[src/rtl/ptd_pkg.sv]
// Shared types and constants for the trial-division primality tester.
// No dependencies; imported by every module of the block.
package ptd_pkg;

    // Small-number screen and the 6k +/- 1 wheel
    localparam int PRIME_LOW   = 2;   // below this: not prime
    localparam int PRIME_SMALL = 4;   // 2 and 3 are prime
    localparam int SMALL_LIMIT = 9;   // odd numbers below this are prime
    localparam int TRIAL_THREE = 3;   // first trial divisor
    localparam int F_FIRST     = 5;   // first wheel candidate
    localparam int F_STEP      = 6;   // wheel stride
    localparam int F_GAP       = 2;   // partner candidate offset (f + 2)

    // Result channel payload width (one flag, padded to a byte)
    localparam int OUT_TDATA_W = 8;

    // Control from the sequencer to a remainder lane
    typedef struct packed {
        logic start;   // load divisor, clear remainder
        logic shift;   // take one dividend bit
    } lane_ctl_t;

    // Control from the sequencer to the candidate generator
    typedef struct packed {
        logic load;     // f = 5, f*f = 25
        logic advance;  // f += 6, f*f updated incrementally
    } cand_ctl_t;

endpackage

[src/rtl/ptd_rem_lane.sv]
// Bit-serial restoring remainder lane: one dividend bit per cycle while shift is high, MSB first.
// Depends on ptd_pkg (lane_ctl_t).
module ptd_rem_lane #(
    parameter int NUMBER_BITS = 31
) (
    input  logic                   clk,
    input  logic                   rst_n,
    input  ptd_pkg::lane_ctl_t     ctl,
    input  logic [NUMBER_BITS-1:0] divisor,
    input  logic                   bit_in,
    output logic                   rem_zero
);
    import ptd_pkg::*;

    logic [NUMBER_BITS-1:0] div_reg;
    logic [NUMBER_BITS-1:0] rem_reg;
    logic [NUMBER_BITS-1:0] rem_next;
    logic [NUMBER_BITS:0]   trial;

    // Shift in the next bit, subtract the divisor when it fits
    always_comb
    begin
        trial = {rem_reg, bit_in};
        if (trial >= {1'b0, div_reg})
        begin
            trial = trial - {1'b0, div_reg};
        end
        rem_next = trial[NUMBER_BITS-1:0];
    end

    always_ff @(posedge clk or negedge rst_n)
    begin
        if (!rst_n)
        begin
            rem_reg <= '0;
        end
        else if (ctl.start)
        begin
            rem_reg <= '0;
        end
        else if (ctl.shift)
        begin
            rem_reg <= rem_next;
        end
    end

    always_ff @(posedge clk)
    begin
        if (ctl.start)
        begin
            div_reg <= divisor;
        end
    end

    assign rem_zero = (rem_reg == '0);

endmodule

[src/rtl/ptd_cand.sv]
// Wheel candidate generator: holds f and f*f, steps f by 6 with an
// incremental square update. Depends on ptd_pkg (constants, cand_ctl_t).
module ptd_cand #(
    parameter int NUMBER_BITS = 31
) (
    input  logic                   clk,
    input  logic                   rst_n,
    input  ptd_pkg::cand_ctl_t     ctl,
    input  logic [NUMBER_BITS-1:0] number,
    output logic [NUMBER_BITS-1:0] f_lo,
    output logic [NUMBER_BITS-1:0] f_hi,
    output logic                   past_root
);
    import ptd_pkg::*;

    // f*f overshoots n by at most 12*sqrt(n)+36, which fits in 4 extra bits
    localparam int SQ_W = NUMBER_BITS + 4;

    logic [NUMBER_BITS-1:0] f_reg;
    logic [NUMBER_BITS-1:0] f_next;
    logic [SQ_W-1:0]        sq_reg;
    logic [SQ_W-1:0]        sq_next;
    logic [SQ_W-1:0]        f_ext;

    assign f_ext = {4'b0, f_reg};

    always_comb
    begin
        f_next  = f_reg;
        sq_next = sq_reg;
        if (ctl.load)
        begin
            f_next  = NUMBER_BITS'(F_FIRST);
            sq_next = SQ_W'(F_FIRST * F_FIRST);
        end
        else if (ctl.advance)
        begin
            // (f + 6)^2 = f^2 + 12f + 36
            f_next  = f_reg + NUMBER_BITS'(F_STEP);
            sq_next = sq_reg + (f_ext << 3) + (f_ext << 2) + SQ_W'(F_STEP * F_STEP);
        end
    end

    always_ff @(posedge clk or negedge rst_n)
    begin
        if (!rst_n)
        begin
            f_reg  <= '0;
            sq_reg <= '0;
        end
        else
        begin
            f_reg  <= f_next;
            sq_reg <= sq_next;
        end
    end

    assign f_lo      = f_reg;
    assign f_hi      = f_reg + NUMBER_BITS'(F_GAP);
    assign past_root = (sq_reg > {4'b0, number});

endmodule

[src/rtl/primality_trial_division_unit.sv]
// Primality test by trial division over the 6k +/- 1 wheel.
// Accept to m_tvalid: numbers settled by the small screen (below 9, or even) go from CHECK straight
// to DONE; others run a pass testing 3, then wheel rounds, each a DIV pass over all NUMBER_BITS
// dividend bits and a NEXT step, while f*f <= n. DONE waits until the output register is free.
// Two bit-serial lanes test f and f+2 together. One item at a time: s_tready is high only in IDLE;
// the next item is taken while the result waits. Async reset clears sequencer and m_tvalid.
module primality_trial_division_unit #(
    parameter int NUMBER_BITS = 31
) (
    input  logic                                clk,
    input  logic                                rst_n,
    // Input item stream
    input  logic                                s_tvalid,
    output logic                                s_tready,
    input  logic [((NUMBER_BITS+7)/8)*8-1:0]    s_tdata,   // [NUMBER_BITS-1:0] number
    // Result item stream
    output logic                                m_tvalid,
    input  logic                                m_tready,
    output logic [ptd_pkg::OUT_TDATA_W-1:0]     m_tdata    // [0] is_prime
);
    import ptd_pkg::*;

    localparam int CNT_W = (NUMBER_BITS > 1) ? $clog2(NUMBER_BITS) : 1;

    // Sequencer states
    localparam logic [2:0] ST_IDLE  = 3'd0;
    localparam logic [2:0] ST_CHECK = 3'd1;
    localparam logic [2:0] ST_DIV   = 3'd2;
    localparam logic [2:0] ST_NEXT  = 3'd3;
    localparam logic [2:0] ST_DONE  = 3'd4;

    logic [2:0]             state_reg,  state_next;
    logic [NUMBER_BITS-1:0] n_reg,      n_next;
    logic [NUMBER_BITS-1:0] shift_reg,  shift_next;
    logic [CNT_W-1:0]       cnt_reg,    cnt_next;
    logic                   res_reg,    res_next;
    logic                   mvalid_reg, mvalid_next;
    logic                   mdata_reg,  mdata_next;

    lane_ctl_t              lane_ctl;
    cand_ctl_t              cand_ctl;
    logic [NUMBER_BITS-1:0] div_a;
    logic [NUMBER_BITS-1:0] div_b;
    logic [NUMBER_BITS-1:0] f_lo;
    logic [NUMBER_BITS-1:0] f_hi;
    logic                   past_root;
    logic                   zero_a;
    logic                   zero_b;

    assign s_tready = (state_reg == ST_IDLE);
    assign m_tvalid = mvalid_reg;
    assign m_tdata  = {{(OUT_TDATA_W-1){1'b0}}, mdata_reg};

    always_comb
    begin
        state_next  = state_reg;
        n_next      = n_reg;
        shift_next  = shift_reg;
        cnt_next    = cnt_reg;
        res_next    = res_reg;
        mvalid_next = mvalid_reg;
        mdata_next  = mdata_reg;
        lane_ctl    = '0;
        cand_ctl    = '0;
        div_a       = f_lo;
        div_b       = f_hi;

        // Drop the held result once the sink takes it
        if (mvalid_reg && m_tready)
        begin
            mvalid_next = 1'b0;
        end

        unique case (state_reg)
            ST_IDLE:
            begin
                if (s_tvalid)
                begin
                    n_next     = s_tdata[NUMBER_BITS-1:0];
                    state_next = ST_CHECK;
                end
            end
            ST_CHECK:
            begin
                // Small screen: 0/1, 2/3, even, odd below 9
                if (n_reg < NUMBER_BITS'(PRIME_LOW))
                begin
                    res_next   = 1'b0;
                    state_next = ST_DONE;
                end
                else if (n_reg < NUMBER_BITS'(PRIME_SMALL))
                begin
                    res_next   = 1'b1;
                    state_next = ST_DONE;
                end
                else if (!n_reg[0])
                begin
                    res_next   = 1'b0;
                    state_next = ST_DONE;
                end
                else if (n_reg < NUMBER_BITS'(SMALL_LIMIT))
                begin
                    res_next   = 1'b1;
                    state_next = ST_DONE;
                end
                else
                begin
                    // First pass tests 3 on both lanes; the wheel starts at 5
                    div_a          = NUMBER_BITS'(TRIAL_THREE);
                    div_b          = NUMBER_BITS'(TRIAL_THREE);
                    lane_ctl.start = 1'b1;
                    cand_ctl.load  = 1'b1;
                    shift_next     = n_reg;
                    cnt_next       = CNT_W'(NUMBER_BITS - 1);
                    state_next     = ST_DIV;
                end
            end
            ST_DIV:
            begin
                // Feed one dividend bit, MSB first, to both lanes
                lane_ctl.shift = 1'b1;
                shift_next     = shift_reg << 1;
                if (cnt_reg == '0)
                begin
                    state_next = ST_NEXT;
                end
                else
                begin
                    cnt_next = cnt_reg - 1'b1;
                end
            end
            ST_NEXT:
            begin
                if (zero_a || zero_b)
                begin
                    res_next   = 1'b0;
                    state_next = ST_DONE;
                end
                else if (past_root)
                begin
                    res_next   = 1'b1;
                    state_next = ST_DONE;
                end
                else
                begin
                    // Launch f and f+2, then step the wheel for the next round
                    lane_ctl.start   = 1'b1;
                    cand_ctl.advance = 1'b1;
                    shift_next       = n_reg;
                    cnt_next         = CNT_W'(NUMBER_BITS - 1);
                    state_next       = ST_DIV;
                end
            end
            ST_DONE:
            begin
                // Hold until the output register is free
                if (!mvalid_reg || m_tready)
                begin
                    mvalid_next = 1'b1;
                    mdata_next  = res_reg;
                    state_next  = ST_IDLE;
                end
            end
            default:
            begin
                state_next = ST_IDLE;
            end
        endcase
    end

    always_ff @(posedge clk or negedge rst_n)
    begin
        if (!rst_n)
        begin
            state_reg  <= ST_IDLE;
            mvalid_reg <= 1'b0;
            cnt_reg    <= '0;
        end
        else
        begin
            state_reg  <= state_next;
            mvalid_reg <= mvalid_next;
            cnt_reg    <= cnt_next;
        end
    end

    always_ff @(posedge clk)
    begin
        n_reg     <= n_next;
        shift_reg <= shift_next;
        res_reg   <= res_next;
        mdata_reg <= mdata_next;
    end

    ptd_rem_lane #(
        .NUMBER_BITS (NUMBER_BITS)
    ) u_lane_a (
        .clk      (clk),
        .rst_n    (rst_n),
        .ctl      (lane_ctl),
        .divisor  (div_a),
        .bit_in   (shift_reg[NUMBER_BITS-1]),
        .rem_zero (zero_a)
    );

    ptd_rem_lane #(
        .NUMBER_BITS (NUMBER_BITS)
    ) u_lane_b (
        .clk      (clk),
        .rst_n    (rst_n),
        .ctl      (lane_ctl),
        .divisor  (div_b),
        .bit_in   (shift_reg[NUMBER_BITS-1]),
        .rem_zero (zero_b)
    );

    ptd_cand #(
        .NUMBER_BITS (NUMBER_BITS)
    ) u_cand (
        .clk       (clk),
        .rst_n     (rst_n),
        .ctl       (cand_ctl),
        .number    (n_reg),
        .f_lo      (f_lo),
        .f_hi      (f_hi),
        .past_root (past_root)
    );

endmodule
[config.mk]
export PLATFORM = sky130hd
export DESIGN_NAME = primality_trial_division_unit
export DESIGN_NICKNAME = d
export VERILOG_FILES = /design/src/rtl/ptd_pkg.sv /design/src/rtl/ptd_rem_lane.sv /design/src/rtl/ptd_cand.sv /design/src/rtl/primality_trial_division_unit.sv
export SDC_FILE = /design/constraint.sdc
export NUM_CORES = 1
export LEC_CHECK = 0
export BUFFER_PORTS_ARGS = -buffer_cell sky130_fd_sc_hd__buf_2
export CELL_PAD_IN_SITES_DETAIL_PLACEMENT = 1
export CELL_PAD_IN_SITES_GLOBAL_PLACEMENT = 2
export CORE_ASPECT_RATIO = 1.5
export CORE_UTILIZATION = 42
export DETAILED_ROUTE_END_ITERATION = 16
export PLACE_DENSITY_LB_ADDON = 0.1
export SYNTH_ARGS = -nofsm -noshare
export SYNTH_HDL_FRONTEND = slang
export SYNTH_HIERARCHICAL = 1
export SYNTH_SLANG_ARGS = --single-unit
[constraint.sdc]
create_clock -name clk -period 6.2 [get_ports clk]
set_input_delay 0.31 -clock clk [delete_from_list [all_inputs] [get_ports clk]]
set_output_delay 0.31 -clock clk [all_outputs]
set_load 0.02 [all_outputs]
==> flow_summary.toml <==
[global_routing]
grt_overflow = 0
grt_pass1_vias = 17124
track_usage_pct = 25.5
grt_pass1_wl_um = 95200
grt_max_degree = 128
antenna_found_initial = 0

[final_layout]
largest_reg_flops = 34
area_delta_synth_final_pct = 10.0
final_util_pct = 46.8
nets = 2405
drive_above_1_share_pct = 8.70
fin_cells = 2767
antennaDiodeCount = 0
fillCellCount = 5339
multiInputGateArea_um2 = 11400
register_area_um2 = 7160

[synthesis]
syn_inst = 2110
synth_warnings = 6
ys_ff_latch = 261
ys_seq_area_share_pct = 36.1
synth_flop_cell = "dfrtp_1"
postSynthAreaPerCell_um2 = 9.39
yosys.cell_types.count = 94
async_reset_ff_share_pct = 51.7
synth_area_um2 = 19800
synth_edf_count = 126

[critical_path]
cp_slowest_stage_delay_ps = 540
cp-end-kind = "flip-flop"
cp_slowest_cell = "inv_4"
crit_type = "reg2reg"
critical_path_peak_fanout = 49
cp.required_ps = 6660
cp-start-kind = "flip-flop"
critPathLaunch = "n_reg[4]$_DFFE_PP_"
worst_path_most_repeated_cell = "a21o_1"
rr_startpoint = "n_reg[4]$_DFFE_PP_"
critPathTopFamily = "buffers and inverters"
crit_arrival_ps = 5090
worstPathCellList = "inv_1 -> ha_1 -> a21o_1 -> a21o_1 -> a21oi_1 -> o2111ai_1 -> a21oi_1 -> a21o_1 -> a31oi_1 -> or3_4 -> nor2_4 -> buf_4 -> nor2b_1 -> inv_4 -> inv_1 -> and3_1 -> a41oi_1 -> o21ai_0"
path_buf_inv = 4

[floorplanning]
io-pin-count = 46
dieArea_um2 = 48100
fp.dieH_um = 268
initial_core_util_pct = 42.5
rows = 97
core_um2 = 46600
die_x_um = 179

[clock_network]
cts.clk_slew.worst_paths_ps = 70
cts_made_buffers = 30
clock-root-buffer = "clkbuf_16"
clock_latency_ps = 610
cts.sinks = 261
cts_tree = "done"
post_cts_resized = 0
ctsLongestPathBuffers = 3
htree_levels = 1

[timing]
finalMaxSlewViolations = 0
worstMarginPinSlew_ps = 1020
period_share_pct = 74.7
clock.fmax_mhz = 216
hold_viol = 0
hold_ws_ps = 340
rsz0062_at_grt = "false"
post-route-min-period_ps = 4630
fin_skew_ps = 35.5
fin_setup_tns_ps = 0
finalSetupViolations = 0
slew_headroom_pct = 32.1

[placement]
place_congestion = 0.891
portBuffers = 37
hpwl_um = 44600
dp_cells = 2677

[routing]
drtAntennaViolNets = 0
drc = 0
via_count = 15681
wl_met2_um = 32400
via_per_inst = 5.67
drtIter0Drc = 587
top_layer_used = "met4"
wl_met3_um = 1040
met1_length_um = 24200
drt_pass1_iterations = 4
routed_wl_um = 59400
routedWlPerCell_um = 21.5

[power]
ir_worst_vdd_mv = 0.292
p_comb_share_pct = 55.5
power_frac_seq_pct = 27.2
p_sw_mw = 5.13
internal_power_mw = 5.94
p_clk_share_pct = 17.3
switching_share_pct = 46.4
power_leakage_nw = 9.80
p_per_area_nw_per_um2 = 508

[run_status]
status = "completed"

[job]
drv_cap = 0

[hold_path]
hp-class = "in2async"
[synthesized netlist by cell type, types with 26 or more instances]
library cell | count | share of area (%)
inv_1 | 219 | 4.1
nor2_1 | 198 | 3.7
ha_1 | 187 | 12
nand2_1 | 164 | 3.1
dfrtp_1 | 135 | 17
edfxtp_1 | 126 | 19
a21oi_1 | 113 | 2.9
xnor2_1 | 77 | 3.4
and2_1 | 69 | 2.2
o21ai_0 | 68 | 1.7
nand3_1 | 65 | 1.6
a21o_1 | 44 | 1.7
a211oi_1 | 37 | 1.4
nand4_1 | 37 | 1.2
clkbuf_1 | 35 | 0.66
fa_1 | 33 | 3.3
mux2_2 | 32 | 1.8
mux2i_1 | 31 | 1.6
nor3_1 | 31 | 0.78
xor2_1 | 29 | 1.3
nor4_1 | 28 | 0.88
a311oi_1 | 26 | 1.1
[worst reg2reg max path, stage by stage, from the launching register on]
cell	delay (ps)
edfxtp_1	410
inv_1	70
ha_1	310
a21o_1	160
a21o_1	160
a21oi_1	150
o2111ai_1	170
a21oi_1	180
a21o_1	130
a31oi_1	110
or3_4	450
nor2_4	100
buf_4	430
nor2b_1	220
inv_4	540
inv_1	380
and3_1	230
a41oi_1	170
o21ai_0	110
[cell usage in the layout (no fill, tap or decap), types with 44 or more instances in the layout]
master,Yosys,layout
inv_1,219,217
o21ai_0,68,68
and2_1,69,69
xnor2_1,77,77
a21oi_1,113,113
nor2_1,198,196
edfxtp_1,126,126
a21o_1,44,44
nand2_1,164,164
dfrtp_1,135,135
nand3_1,65,65
ha_1,187,187
[what timing repair did]
item | 4_1_cts | 5_1_grt
hold buffers | 34 | 0
endpoints found under the hold margin | 118 | 0
buffers inserted | 0 | 0
[power by group through the flow]
stage	clock network, mW	registers (mW)	logic [mW]
floorplan	0	2.82	4.83
global placement	0	3.03	5.97
detailed placement	0	3.04	6.12
CTS	1.97	3.02	6.17
global route	2.03	3.08	6.83
finish	1.91	3.02	6.14
[final cells by class]
type / instances / share of cell area [%]
flip-flops and latches: 261 / 32.8
clock inverters: 22 / 1.29
well taps: 594 / 3.41
repair buffers: 83 / 2.97
multi-input cells: 1554 / 52.2
inverters: 219 / 3.78
clock buffers: 34 / 3.51
[metal layers]
layer,up-vias,track usage (%)
met5,-,0
li1,7562,-
met3,81,2.05
met1,7873,29.0
met4,0,7.59
met2,165,49.5
[stage by stage]
| step | power [mW] | cell area (um^2) | setup WS, ps |
|---|---|---|---|
| 3_3_place_gp | 9.00 | 20400 | 1640 |
| 3_5_place_dp | 9.16 | 20400 | 1530 |
| 5_1_grt | 11.9 | 21800 | 1240 |
| 2_1_floorplan | 7.65 | 19800 | 1830 |
| 6_report | 11.1 | 21800 | 1570 |
| 4_1_cts | 11.2 | 21800 | 1500 |
[cell families (layout without fill, tap and decap cells)]
| logic type | Yosys count | after routing | synth area share [%] |
|---|---|---|---|
| and+or+nand+nor | 695 | 695 | 17.4 |
| buffers and inverters | 301 | 358 | 6.66 |
| muxes | 64 | 64 | 3.46 |
| adders and majority gates | 220 | 220 | 15.1 |
| DFF | 261 | 261 | 36.1 |
| AOI/OAI and AO/OA | 462 | 462 | 16.5 |
| other | 1 | 7 | 0.0189 |
| xor gates and xnor gates | 106 | 106 | 4.68 |
[final timing paths]
path                                                     to  slack (ps)  depth (start not counted)
setup / recovery           u_lane_a/rem_reg[21]$_DFFE_PN0P_        1570                         18
hold / removal             u_lane_a/rem_reg[13]$_DFFE_PN0P_         340                          2
setup reg to reg           u_lane_a/rem_reg[21]$_DFFE_PN0P_        1570                         18
hold reg to reg                         mdata_reg$_DFFE_PP_         430                          0
max in group asynchronous     u_cand/sq_reg[24]$_DFFE_PN0N_        4530                          3
min in group clk                         n_reg[5]$_DFFE_PP_         410                          2
No activity file was read; power rests on OpenSTA's default activity.
